`config.mk`:
```
export PLATFORM = sky130hd
export DESIGN_NAME = cell_neighbour_stencil_top
export DESIGN_NICKNAME = d
export VERILOG_FILES = /design/src/rtl/core/cns_pkg.sv /design/src/rtl/core/cell_neighbour_stencil_top.sv
export SDC_FILE = /design/constraint.sdc
export NUM_CORES = 1
export LEC_CHECK = 0
export BUFFER_PORTS_ARGS = -buffer_cell sky130_fd_sc_hd__buf_2
export CAP_MARGIN = 20
export CORE_UTILIZATION = 58
export CTS_CLUSTER_DIAMETER = 120
export DETAILED_ROUTE_END_ITERATION = 8
export GPL_ROUTABILITY_DRIVEN = 0
export PLACE_DENSITY = 0.88
export SLEW_MARGIN = 10
export SYNTH_ARGS = -nofsm -noshare
export SYNTH_HDL_FRONTEND = slang
export SYNTH_SLANG_ARGS = --single-unit
```
`constraint.sdc`:
```
create_clock -name clk -period 7.7 [get_ports clk]
set_clock_uncertainty 0.05 [all_clocks]
set_input_delay 1.54 -clock clk [delete_from_list [all_inputs] [get_ports clk]]
set_output_delay 1.54 -clock clk [all_outputs]
set_load 0.005 [all_outputs]
```
`src/rtl/core/cns_pkg.sv`:
```
`timescale 1ns / 1ps
`default_nettype none
// ----------------------------------------------------------------------------
// cns_pkg: shared types and constants for the cell neighbour stencil
// Request and result payloads, register codes and grid bounds.
// ----------------------------------------------------------------------------
package cns_pkg;

  localparam int MAX_DIM   = 64;
  localparam int DIM_CAP   = (MAX_DIM < 64) ? MAX_DIM : 64;
  localparam int DIM_HI    = (DIM_CAP < 3) ? 3 : DIM_CAP;
  localparam int DIM_LO    = 3;

  localparam int DIM_W     = 7;
  localparam int COORD_W   = 6;
  localparam int IDX_W     = 12;
  localparam int ADDR_W    = 4;
  localparam int DATA_W    = 32;

  localparam logic [DIM_W-1:0] DIM_HI_V = DIM_HI[DIM_W-1:0];
  localparam logic [DIM_W-1:0] DIM_LO_V = DIM_LO[DIM_W-1:0];

  localparam logic [DIM_W-1:0] COLS_RST = 7'd8;
  localparam logic [DIM_W-1:0] ROWS_RST = 7'd8;
  localparam logic             WRAP_RST = 1'b1;

  localparam logic [1:0] REG_GRID_COLS = 2'd0;
  localparam logic [1:0] REG_GRID_ROWS = 2'd1;
  localparam logic [1:0] REG_WRAP_MODE = 2'd2;

  typedef struct packed {
    logic [COORD_W-1:0] cell_col;
    logic [COORD_W-1:0] cell_row;
  } cns_in_t;

  typedef struct packed {
    logic [IDX_W-1:0] neighbour_cell;
    logic             last;
    logic             bad_cell;
  } cns_out_t;

  function automatic logic [DIM_W-1:0] dim_limit(input logic [DIM_W-1:0] v);
    logic [DIM_W-1:0] res;
    res = v;
    if (v < DIM_LO_V) res = DIM_LO_V;
    else if (v > DIM_HI_V) res = DIM_HI_V;
    return res;
  endfunction

endpackage
`default_nettype wire

```
`src/rtl/core/cell_neighbour_stencil_top.sv`:
```
`timescale 1ns / 1ps
`default_nettype none
// ----------------------------------------------------------------------------
// cell_neighbour_stencil_top: 3x3 neighbour index generator for a 2D grid
// Takes a centre cell and issues the linear indices of its neighbourhood in
// raster order, with periodic or open borders.
// ----------------------------------------------------------------------------
//  channel  ports                              payload
//  request  in_valid / in_ready / in_data      cns_in_t  (cell_col, cell_row)
//  result   out_valid / out_ready / out_data   cns_out_t (neighbour_cell, last, bad_cell)
//  config   psel penable pwrite paddr pwdata   grid_cols, grid_rows, wrap_mode
//
//  One result per cycle from the stencil register while the output is not stalled;
//  a request yields 1, 4, 6 or 9 results and occupies the register until its last
//  result issues, and the next request is taken in the cycle that result issues.
//  Synchronous active-low reset clears the stage and output valid and loads
//  the register defaults. A stalled output register holds the stage.
// ----------------------------------------------------------------------------
module cell_neighbour_stencil_top
  import cns_pkg::*;
(
  input  wire logic              clk,
  input  wire logic              rst_n,
  input  wire logic              in_valid,
  output logic                   in_ready,
  input  wire cns_in_t           in_data,
  output logic                   out_valid,
  input  wire logic              out_ready,
  output cns_out_t               out_data,
  input  wire logic              psel,
  input  wire logic              penable,
  input  wire logic              pwrite,
  input  wire logic [ADDR_W-1:0] paddr,
  input  wire logic [DATA_W-1:0] pwdata,
  output logic [DATA_W-1:0]      prdata,
  output logic                   pready
);

  logic [DIM_W-1:0] grid_cols_r;
  logic [DIM_W-1:0] grid_rows_r;
  logic             wrap_mode_r;

  logic             busy_r;
  logic [8:0]       mask_r;
  logic             bad_r;
  logic [COORD_W-1:0] rm_r, rc_r, rp_r;
  logic [COORD_W-1:0] cm_r, cc_r, cp_r;

  logic             out_valid_r;
  cns_out_t         out_data_r;

  logic [DIM_W-1:0] cols_eff, rows_eff;
  logic             cfg_wr;
  logic             accept;
  logic             emit;
  logic             sel_last;
  logic [8:0]       mask_nxt;
  logic [3:0]       pos;
  logic [COORD_W-1:0] r_sel, c_sel;
  logic [IDX_W-1:0] lin;

  logic               in_bad;
  logic [COORD_W-1:0] in_rm, in_rp, in_cm, in_cp;
  logic [2:0]         row_ok, col_ok;
  logic [8:0]         in_mask;

  assign pready   = 1'b1;
  assign cfg_wr   = psel && penable && pwrite;
  assign cols_eff = dim_limit(grid_cols_r);
  assign rows_eff = dim_limit(grid_rows_r);

  always_comb begin
    prdata = '0;
    unique case (paddr[3:2])
      REG_GRID_COLS: prdata = {{(DATA_W-DIM_W){1'b0}}, grid_cols_r};
      REG_GRID_ROWS: prdata = {{(DATA_W-DIM_W){1'b0}}, grid_rows_r};
      REG_WRAP_MODE: prdata = {{(DATA_W-1){1'b0}}, wrap_mode_r};
      default:       prdata = '0;
    endcase
  end

  always_ff @(posedge clk) begin
    if (!rst_n) begin
      grid_cols_r <= COLS_RST;
      grid_rows_r <= ROWS_RST;
      wrap_mode_r <= WRAP_RST;
    end else if (cfg_wr) begin
      unique case (paddr[3:2])
        REG_GRID_COLS: grid_cols_r <= pwdata[DIM_W-1:0];
        REG_GRID_ROWS: grid_rows_r <= pwdata[DIM_W-1:0];
        REG_WRAP_MODE: wrap_mode_r <= pwdata[0];
        default: ;
      endcase
    end
  end

  // request decode: neighbour rows/cols and which of the nine exist
  always_comb begin
    in_bad = ({1'b0, in_data.cell_col} >= cols_eff) ||
             ({1'b0, in_data.cell_row} >= rows_eff);
    in_rm  = (in_data.cell_row == '0) ? COORD_W'(rows_eff - 7'd1)
                                      : in_data.cell_row - 6'd1;
    in_rp  = ({1'b0, in_data.cell_row} == rows_eff - 7'd1) ? '0
                                      : in_data.cell_row + 6'd1;
    in_cm  = (in_data.cell_col == '0) ? COORD_W'(cols_eff - 7'd1)
                                      : in_data.cell_col - 6'd1;
    in_cp  = ({1'b0, in_data.cell_col} == cols_eff - 7'd1) ? '0
                                      : in_data.cell_col + 6'd1;
    row_ok = {wrap_mode_r || ({1'b0, in_data.cell_row} != rows_eff - 7'd1),
              1'b1,
              wrap_mode_r || (in_data.cell_row != '0)};
    col_ok = {wrap_mode_r || ({1'b0, in_data.cell_col} != cols_eff - 7'd1),
              1'b1,
              wrap_mode_r || (in_data.cell_col != '0)};
    for (int i = 0; i < 3; i++) begin
      for (int j = 0; j < 3; j++) begin
        in_mask[i*3+j] = row_ok[i] && col_ok[j];
      end
    end
    if (in_bad) in_mask = 9'd1;
  end

  // lowest remaining position
  always_comb begin
    pos = 4'd0;
    for (int i = 8; i >= 0; i--) begin
      if (mask_r[i]) pos = 4'(i);
    end
  end

  always_comb begin
    r_sel = rc_r;
    c_sel = cc_r;
    unique case (pos)
      4'd0:    begin r_sel = rm_r; c_sel = cm_r; end
      4'd1:    begin r_sel = rm_r; c_sel = cc_r; end
      4'd2:    begin r_sel = rm_r; c_sel = cp_r; end
      4'd3:    begin r_sel = rc_r; c_sel = cm_r; end
      4'd4:    begin r_sel = rc_r; c_sel = cc_r; end
      4'd5:    begin r_sel = rc_r; c_sel = cp_r; end
      4'd6:    begin r_sel = rp_r; c_sel = cm_r; end
      4'd7:    begin r_sel = rp_r; c_sel = cc_r; end
      4'd8:    begin r_sel = rp_r; c_sel = cp_r; end
      default: begin r_sel = rc_r; c_sel = cc_r; end
    endcase
  end

  assign lin      = {6'd0, r_sel} * {5'd0, cols_eff} + {6'd0, c_sel};
  assign mask_nxt = mask_r & (mask_r - 9'd1);
  assign sel_last = (mask_nxt == '0);
  assign emit     = busy_r && (!out_valid_r || out_ready);
  assign in_ready = !busy_r || (emit && sel_last);
  assign accept   = in_valid && in_ready;

  always_ff @(posedge clk) begin
    if (!rst_n) begin
      busy_r <= 1'b0;
    end else if (accept) begin
      busy_r <= 1'b1;
    end else if (emit && sel_last) begin
      busy_r <= 1'b0;
    end
  end

  always_ff @(posedge clk) begin
    if (accept) begin
      mask_r <= in_mask;
      bad_r  <= in_bad;
      rm_r   <= in_rm;
      rc_r   <= in_data.cell_row;
      rp_r   <= in_rp;
      cm_r   <= in_cm;
      cc_r   <= in_data.cell_col;
      cp_r   <= in_cp;
    end else if (emit) begin
      mask_r <= mask_nxt;
    end
  end

  always_ff @(posedge clk) begin
    if (!rst_n) begin
      out_valid_r <= 1'b0;
    end else if (emit) begin
      out_valid_r <= 1'b1;
    end else if (out_ready) begin
      out_valid_r <= 1'b0;
    end
  end

  always_ff @(posedge clk) begin
    if (emit) begin
      out_data_r.neighbour_cell <= bad_r ? '0 : lin;
      out_data_r.last           <= sel_last;
      out_data_r.bad_cell       <= bad_r;
    end
  end

  assign out_valid = out_valid_r;
  assign out_data  = out_data_r;

endmodule
`default_nettype wire

```
==> results of run 1 <==
==> final cells by class <==
cell class                 instances  area [um2]
inverter                          40         151
timing repair buffer              60         320
clock buffer                      14         163
clock inverter                     2        10.0
tap                              136         170
fill                             798        3720
sequential                        77        2140
multi-input combinational        495        3650
==> state kept, by name (all words and copies together), names as in the netlist <==
register     cells
rc_r             6
cp_r             6
out_valid        1
out_data        14
grid_cols_r      7
rp_r             6
busy_r           1
cm_r             6
bad_r            1
wrap_mode_r      1
rm_r             6
grid_rows_r      7
mask_r           9
cc_r             6
==> routing by layer <==
layer,global-route usage [%],wire (um),vias up
met1,29.7,5340,2302
li1,-,-,2305
met5,0,0,-
met4,12.9,418,0
met2,44.6,6650,209
met3,5.61,834,31
==> final timing paths <==
path                       end  cells after the start  slack, ns       from
setup / recovery  out_data[10]                     18       1.36  mask_r[4]
hold / removal          busy_r                      2       0.52     busy_r
setup reg to reg  out_data[10]                     18       1.36  mask_r[4]
hold reg to reg         busy_r                      2       0.52     busy_r
==> Yosys cell counts (11+ instances only) <==
master	count	area, um2
nor2_1	81	304
edfxtp_1	60	1800
ha_1	48	601
inv_1	39	146
nand2_1	30	113
a21oi_1	28	140
nor2b_1	28	175
buf_4	27	203
mux2i_1	24	240
clkbuf_1	23	86.3
fa_1	23	460
o21ai_0	23	115
xnor2_1	20	175
dfxtp_1	17	340
nor3_1	15	75.1
or2_2	15	93.8
xor2_1	11	96.3
==> report_power, final <==
part           internal (mW)  switching [mW]
logic                  0.152           0.217
registers              0.492          0.0267
clock network          0.134           0.143
total                  0.779           0.387
==> tightest hold or removal path, delay by kind of cell (launching register included) <==
kind	cells	cell delay, ns
AOI/OAI and AO/OA	2	0.17
DFF	1	0.35
==> cell usage in the layout, fill, tap and decap left out, types with 4 or more instances in the layout <==
cell type  instances
fa_1              23
nor2b_1           28
o21bai_1           4
o21ai_0           23
a21oi_1           28
o22ai_1            4
nor4_1             5
nor3_1            15
nand3b_1           4
nand2b_1          10
a22oi_1            6
buf_4              8
buf_2             51
clkbuf_8          11
and3_1             4
inv_1             39
or4_1              4
mux2i_1           24
o31ai_1            6
conb_1            26
o211ai_1           4
xor2_1            11
xnor2_1           20
ha_1              48
nor2_1            81
a221oi_1           6
a21o_1             5
dfxtp_1           17
edfxtp_1          60
or2_2             15
nand3_1           10
nand2_1           30
==> kinds of logic after synthesis <==
logic type,after synthesis,share of synthesized area [%]
flops,77,34.7
fa+ha+maj,72,17.4
buf+inv,96,7.66
xor+xnor,31,4.40
compound gates,124,14.1
other cells,2,0.122
simple gates,217,17.6
mux,25,4.08
==> stage by stage <==
stage          utilization (%)  hold slack, ns  total power, mW  setup slack [ns]  instance area [um2]
3_3_place_gp              62.1           0.484            0.869              1.52                 6410
4_1_cts                   63.9           0.523             1.17              1.36                 6590
5_1_grt                   64.0           0.557             1.24              1.03                 6600
3_5_place_dp              62.2           0.512            0.889              1.38                 6420
6_report                  64.0           0.522             1.17              1.36                 6600
2_1_floorplan                -           0.422            0.802              1.76                 6260
==> impl_metrics.py, run 1 <==
metrics = {
    "worst_setup_path": {
        "path_cells": "or4_1, nor3_2, nor2b_1, a221oi_1, buf_4, or2_2, fa_1, fa_1, inv_1, fa_1, inv_1, fa_1, inv_1, ha_1, a211oi_1, o21bai_1, a21oi_1, mux2_2",
        "cp.required_ns": 7.76,
        "startpoint_type": "flip-flop",
        "crit_family": "adder cells",
        "crit_top_cell": "fa_1",
        "endpoint_kind": "flip-flop",
        "worstPathArrival_ns": 6.41,
        "max_stage_delay_ns": 0.68,
        "criticalPathCategory": "reg -> reg",
        "path_buf_inv": 4,
        "cp_max_fo": 10,
        "cp_slowest_cell": "or4_1",
    },
    "floorplan": {
        "rows": 37,
        "io_pins": 104,
        "die_y_um": 105,
        "fp.coreArea_um2": 10300,
        "start_util_pct": 59.8,
        "fp.dieW_um": 105,
        "design.die.area_um2": 11100,
    },
    "clock_network": {
        "ctsHoldBuffers": 0,
        "cts_resized": 0,
        "tritoncts": "done",
        "clock-root-buffer": "clkbuf_8",
        "htree_levels": 3,
        "clk_pin_slew_ns": 0.08,
        "cts.sinks": 77,
        "clock_path_buffers": 2,
        "postCtsSetupRepairBufs": 0,
        "cts_buffers": 9,
        "clk_latency_ns": 0.36,
    },
    "detailed_routing": {
        "wirelength_um": 13200,
        "drtIter0Drc": 290,
        "first_pass_iters": 5,
        "vias": 4847,
        "drc": 0,
        "antenna_left": 0,
        "viasPerCell": 5.88,
        "wl_per_cell_um": 16.1,
    },
    "cells_and_area": {
        "drive_gt1_share_pct": 14.7,
        "area_delta_synth_final_pct": 7.00,
        "fin_cells": 824,
        "diodes": 0,
        "nets": 809,
    },
    "timing": {
        "hold_viol": 0,
        "slew_headroom_pct": 20.0,
        "tightestPinTransition_ns": 1.19,
        "fin_crit_sh_pct": 82.4,
        "setup-violations-final": 0,
        "fin_setup_tns_ns": 0,
        "min_period_ns": 6.34,
        "rsz0062_at_grt": "no",
        "fmax_mhz": 158,
        "finalMaxSlewViolations": 0,
    },
    "synth": {
        "synth_edf_count": 60,
        "async_flop_share_pct": 0,
        "ys_warn_count": 0,
        "ys.flop_type": "edfxtp_1",
        "synth.avg_cell_area_um2": 9.58,
        "ys_ff_latch": 77,
        "ys_seq_area_share_pct": 34.7,
        "syn_inst": 644,
        "syn_area_um2": 6170,
        "synth_cell_types": 68,
    },
    "status": {
        "status": "complete, no violations",
    },
    "placement": {
        "placedCellCount": 806,
        "dp_hpwl_um": 10100,
        "port_buffers": 50,
    },
    "pwr": {
        "leakagePower_nw": 2.82,
        "vdd_drop_max_mv": 0.103,
        "power.density_nw_per_um2": 177,
    },
    "global_route": {
        "antenna_found_initial": 0,
        "grt_pass1_vias": 4829,
        "grt_pass1_wl_um": 22300,
        "grt_max_degree": 49,
        "grt_use_total_pct": 25.6,
        "grt.overflow.total": 0,
    },
    "flow_run": {
        "max-cap-violations": 0,
    },
    "hold_path": {
        "holdCritPathClass": "reg -> reg",
    },
}
No activity file was read; power rests on OpenSTA's default activity.
==> inputs of run 2 (changes only) <==
==> constraint.sdc (replaced) <==
create_clock -name clk -period 5.95 [get_ports clk]
set_clock_uncertainty 0.05 [all_clocks]
set_input_delay 1.19 -clock clk [delete_from_list [all_inputs] [get_ports clk]]
set_output_delay 1.19 -clock clk [all_outputs]
set_load 0.005 [all_outputs]
==> run 2 against run 1 <==
Flip-flop and latch count is the same. Critical path depth grew 2. Combinational power up 49%. Largest cell class unchanged. Largest power group unchanged. Highest routed layer unchanged.
==> impl_metrics.py, run 2 (same netlist as run 1, synthesis figures left out) <==
metrics = {
    "status": {
        "status": "complete, no violations",
    },
    "clock_network": {
        "cts_buffers": 9,
        "clk_latency_ns": 0.37,
        "tritoncts": "done",
        "cts.sinks": 77,
        "htree_levels": 3,
        "clk_pin_slew_ns": 0.08,
        "clock_path_buffers": 2,
        "clock-root-buffer": "clkbuf_8",
    },
    "floorplan": {
        "die_y_um": 105,
        "start_util_pct": 59.8,
        "design.die.area_um2": 11100,
        "rows": 37,
        "fp.dieW_um": 105,
        "io_pins": 104,
        "fp.coreArea_um2": 10300,
    },
    "worst_setup_path": {
        "cp_max_fo": 4,
        "cp_slowest_cell": "or4_1",
        "startpoint_type": "flip-flop",
        "criticalPathCategory": "reg -> reg",
        "path_cells": "or4_1, o31a_1, buf_4, nor2b_1, a221oi_1, buf_4, or2_2, fa_1, fa_1, inv_1, fa_1, inv_1, fa_1, inv_1, ha_1, inv_1, o21a_1, or2_2, xor2_1, nor2_1",
        "worstPathArrival_ns": 5.84,
        "endpoint_kind": "flip-flop",
        "cp.required_ns": 6.01,
        "r2r_slack_ns": 0.18,
        "max_stage_delay_ns": 0.56,
    },
    "pwr": {
        "power_frac_seq_pct": 41.8,
        "pwr-share-clk_pct": 23.4,
        "leakagePower_nw": 2.93,
        "power.internal_mw": 1.04,
        "vdd_drop_max_mv": 0.104,
        "p_comb_share_pct": 34.8,
        "switching_power_mw": 0.533,
        "power.density_nw_per_um2": 233,
        "swShare_pct": 33.8,
    },
    "global_route": {
        "antenna_found_initial": 0,
        "grt.overflow.total": 0,
        "grt_use_total_pct": 26.5,
        "grt_max_degree": 49,
        "grt_pass1_wl_um": 22900,
        "grt_pass1_vias": 4916,
    },
    "detailed_routing": {
        "drc": 0,
        "drtIter0Drc": 342,
        "wl_per_cell_um": 16.3,
        "antenna_left": 0,
        "wirelength_um": 13800,
        "vias": 4944,
        "first_pass_iters": 5,
        "viasPerCell": 5.87,
    },
    "cells_and_area": {
        "fin_cells": 842,
        "fill_cells": 803,
        "diodes": 0,
        "area_delta_synth_final_pct": 9.83,
        "ff_latch_area_um2": 2140,
        "nets": 827,
        "drive_gt1_share_pct": 18.1,
        "mostFrequentLayoutCell": "nor2_1",
        "largest_reg_flops": 14,
        "mostFrequentLayoutCells": "nor2_1 (81), edfxtp_1 (60), buf_2 (52)",
        "multi_input_area_um2": 3680,
        "final_util_pct": 65.7,
    },
    "placement": {
        "placedCellCount": 820,
        "place_ws_ns": 0.0899,
        "port_buffers": 50,
        "dp_hpwl_um": 10200,
    },
    "hold_path": {
        "holdCritPathClass": "reg -> reg",
    },
    "timing": {
        "setup-violations-final": 0,
        "min_period_ns": 5.77,
        "hold_ws_ns": 0.525,
        "slew_headroom_pct": 28.3,
        "tightestPinTransition_ns": 1.07,
        "worst_slack_ns": 0.176,
        "fin_crit_sh_pct": 97.0,
        "hold_viol": 0,
        "fmax_mhz": 173,
        "finalMaxSlewViolations": 0,
    },
    "flow_run": {
        "max-cap-violations": 0,
    },
}
## run 2: cell count changes in the layout (fill, tap and decap cells not counted), sizes merged
cell,before,now
buf,59,77
inv,39,41
clkbuf,15,13
## run 2: critical path: cells and delay by family (launching register included)
kind	cells	cell delay (ns)
simple gates	5	1.28
fa+ha+maj	5	2.38
compound gates	3	0.65
xor+xnor	1	0.14
flops	1	0.42
buf+inv	6	0.60
## run 2: final timing paths
| path | to | from | cells after the start |
|---|---|---|---|
| setup / recovery | out_data[11] | mask_r[5] | 20 |
| hold / removal | out_valid | busy_r | 1 |
| setup reg to reg | out_data[11] | mask_r[5] | 20 |
| hold reg to reg | out_valid | busy_r | 1 |
## run 2: layout make-up
class	count	area share, %
Clock buffer	12	2.29
Clock inverter	4	0.314
Inverter	40	2.23
Multi-Input combinational cell	495	54.4
Sequential cell	77	31.6
Tap cell	136	2.51
Timing Repair Buffer	78	6.68
## run 2: repair_timing
item / CTS / global route
buffers inserted: 0 / 3
gates resized for setup: 0 / 9
hold buffers: 0 / 0
endpoints found under the setup margin: 0 / 5
## run 2: power groups by stage
stage | clock network, mW | logic (mW) | registers, mW
2_1_floorplan | 0 | 0.375 | 0.662
3_3_place_gp | 0 | 0.488 | 0.668
3_5_place_dp | 0 | 0.513 | 0.670
4_1_cts | 0.373 | 0.518 | 0.658
5_1_grt | 0.391 | 0.609 | 0.664
6_report | 0.368 | 0.549 | 0.659
## run 2: through the flow
stage	TNS [ns]	total power [mW]	area, um2
global route	-0.0311	1.66	6780
detailed placement	0	1.18	6530
finish	0	1.58	6780
floorplan	0	1.04	6260
CTS	0	1.55	6700
global placement	0	1.16	6520
## run 2: layer usage
layer	global-route usage, %	wire, um	vias to the layer above
li1	-	-	2341
met1	33.1	5640	2349
met2	44.6	6770	209
met3	3.62	803	45
met4	14.5	543	0
met5	0	0	-
==> inputs of run 3 (changes only) <==
--- a/config.mk
+++ b/config.mk
@@ -5,6 +5,7 @@
 export SDC_FILE = /design/constraint.sdc
 export NUM_CORES = 1
 export LEC_CHECK = 0
+export ABC_AREA = 1
 export BUFFER_PORTS_ARGS = -buffer_cell sky130_fd_sc_hd__buf_2
 export CAP_MARGIN = 20
 export CORE_UTILIZATION = 58
==> run 3 against run 2 <==
Area after synthesis is 0.53% higher. Global-route usage fell by 2.4 points. Worst hold slack lost 0.074 ns. Synthesized cell count grew 16%. Final cell count rose by 12%. Count of clock-buffer cells in the layout is 1 lower. Cell area is 1.0% lower. First-iteration DRC count grew 6.7%. Sequential share of layout area rose by 0.33 points. Flip-flop and latch count did not move. Clock power decreased by 7.9%. Maximum frequency rose by 3.4%.
==> impl_metrics.py, run 3 <==
metrics = {
    "clock_network": {
        "clk_pin_slew_ns": 0.08,
        "cts.sinks": 77,
        "htree_levels": 3,
        "tritoncts": "done",
        "clock_path_buffers": 2,
        "clock-root-buffer": "clkbuf_8",
        "clk_latency_ns": 0.36,
        "cts_buffers": 9,
        "ctsHoldBuffers": 0,
    },
    "cells_and_area": {
        "final_util_pct": 64.7,
        "largest_reg_flops": 14,
        "drive_gt1_share_pct": 12.7,
        "mostFrequentLayoutCells": "nand2_1 (133), inv_1 (98), nor2_1 (89)",
        "area_delta_synth_final_pct": 8.13,
        "mostFrequentLayoutCell": "nand2_1",
        "nets": 931,
        "diodes": 0,
    },
    "detailed_routing": {
        "first_pass_iters": 5,
        "drtIter0Drc": 365,
        "viasPerCell": 5.38,
        "vias": 5091,
        "wirelength_um": 12700,
        "wl_per_cell_um": 13.4,
        "drc": 0,
        "antenna_left": 0,
    },
    "worst_setup_path": {
        "cp.required_ns": 6.01,
        "cp_max_fo": 7,
        "rr_startpoint": "mask_r[1]",
        "rr_endpoint": "out_data[10]",
        "endpoint_kind": "flip-flop",
        "worstPathArrival_ns": 5.65,
        "cp_slowest_cell": "fa_1",
        "max_stage_delay_ns": 0.56,
        "startpoint_type": "flip-flop",
        "r2r_slack_ns": 0.36,
        "path_buf_inv": 6,
        "criticalPathCategory": "reg -> reg",
        "rr_worst_depth": 25,
        "crit_family": "adder cells",
    },
    "synth": {
        "ys_warn_count": 0,
        "syn_inst": 750,
        "ys.flop_type": "edfxtp_1",
        "syn_area_um2": 6200,
        "ys_top_cells_by_area": "edfxtp_1 (29%), ha_1 (9.7%), nand2_1 (8.0%)",
        "synth.avg_cell_area_um2": 8.27,
        "synthTopCellsByCount": "nand2_1 (133), inv_1 (99), nor2_1 (89)",
        "yosysMostFrequentCell": "nand2_1",
        "yosys.area.top_type_share_pct": 29.0,
        "yosysTopAreaCell": "edfxtp_1",
        "synth_edf_count": 60,
        "ys_ff_latch": 77,
        "ys_seq_area_share_pct": 34.5,
        "async_flop_share_pct": 0,
        "synth_cell_types": 49,
    },
    "timing": {
        "fmax_mhz": 179,
        "tightestPinTransition_ns": 0.635,
        "fin_crit_sh_pct": 93.9,
        "finalMaxSlewViolations": 0,
        "slew_headroom_pct": 57.6,
        "min_period_ns": 5.59,
        "setup-violations-final": 0,
        "hold_ws_ns": 0.451,
        "hold_viol": 0,
    },
    "pwr": {
        "power.density_nw_per_um2": 248,
        "leakagePower_nw": 3.21,
        "vdd_drop_max_mv": 0.112,
        "total_power_mw": 1.66,
    },
    "floorplan": {
        "io_pins": 104,
        "fp.coreArea_um2": 10400,
        "design.die.area_um2": 11100,
        "fp.dieW_um": 105,
        "start_util_pct": 59.8,
        "die_y_um": 105,
        "rows": 37,
    },
    "hold_path": {
        "whs_endpoint": "wrap_mode_r",
        "min_from": "wrap_mode_r",
        "min_path_cells": 2,
        "holdCritPathClass": "reg -> reg",
    },
    "global_route": {
        "grt.overflow.total": 0,
        "grt_max_degree": 42,
        "grt_use_total_pct": 24.1,
        "grt_pass1_vias": 4656,
        "antenna_found_initial": 0,
        "grt_pass1_wl_um": 21200,
    },
    "placement": {
        "dp_hpwl_um": 9800,
        "port_buffers": 50,
    },
    "status": {
        "status": "complete, no violations",
    },
    "flow_run": {
        "max-cap-violations": 0,
    },
}
==> run 3: cell count changes in the layout (fill, tap and decap cells not counted), moves of 22 or more <==
cell,delta
mux2i_1,-24
inv_1,+59
nor2b_1,-27
buf_4,-22
o21ai_0,+27
nand2_1,+103
nand3_1,+44
==> run 3: report_power, final <==
part	total (mW)	switching (mW)	internal, mW	leakage, nW
Clock	0.339	0.190	0.149	0.0845
Combinational	0.655	0.419	0.237	2.41
Sequential	0.670	0.0259	0.644	0.718
Total	1.66	0.635	1.03	3.21
==> run 3: layout make-up <==
class	instances	area (um2)
Tap cell	136	170
Inverter	102	383
Clock buffer	11	131
Timing Repair Buffer	54	293
Sequential cell	77	2140
Multi-Input combinational cell	561	3560
Clock inverter	5	27.5
Fill cell	860	3660
==> run 3: logic make-up (layout without fill, tap and decap cells) <==
kind of cell	Yosys count	count (layout)	synth area share, %
other	2	26	0.121
AND/OR/NAND/NOR	317	317	22.8
adder cells (fa/ha/maj)	71	71	17.1
XOR/XNOR	20	20	3.05
buffers and inverters	136	172	10.1
AO/OA/AOI/OAI	127	127	12.3
flip-flops	77	77	34.5
==> run 3: repair_timing <==
action / 4_1_cts / 5_1_grt
setup endpoints to repair: 0 / 3
hold endpoints to repair: 0 / 0
buffers inserted: 0 / 3
gates resized for setup: 0 / 7
==> run 3: worst max path at each step <==
stage,from,to,cells past startpoint
finish,mask_r[1],out_data[10],25
floorplan,mask_r[4],out_data[10],24
CTS,mask_r[4],out_data[10],23
global route,mask_r[1],out_data[10],25
global placement,mask_r[4],out_data[10],23
detailed placement,mask_r[4],out_data[10],23
==> run 3: routing by layer <==
layer,track usage [%],routed length [um],vias up
li1,-,-,2562
met1,31.6,5590,2318
met2,40.0,6100,188
met3,4.70,773,23
met4,8.05,212,0
met5,0,0,-
==> run 3: tightest hold or removal path: stages, from the launching register on <==
cell and delay, ns:
dfxtp_1 0.32, o21ai_0 0.07, o311ai_0 0.08
==> run 3: metrics by stage <==
step	setup slack, ns	std cells	instance area [um2]	setup TNS, ns
floorplan	0.743	774	6290	0
global placement	0.316	927	6480	0
detailed placement	0.216	927	6480	0
global route	-0.00595	946	6710	-0.00595
CTS	0.167	943	6640	0
finish	0.363	946	6710	0
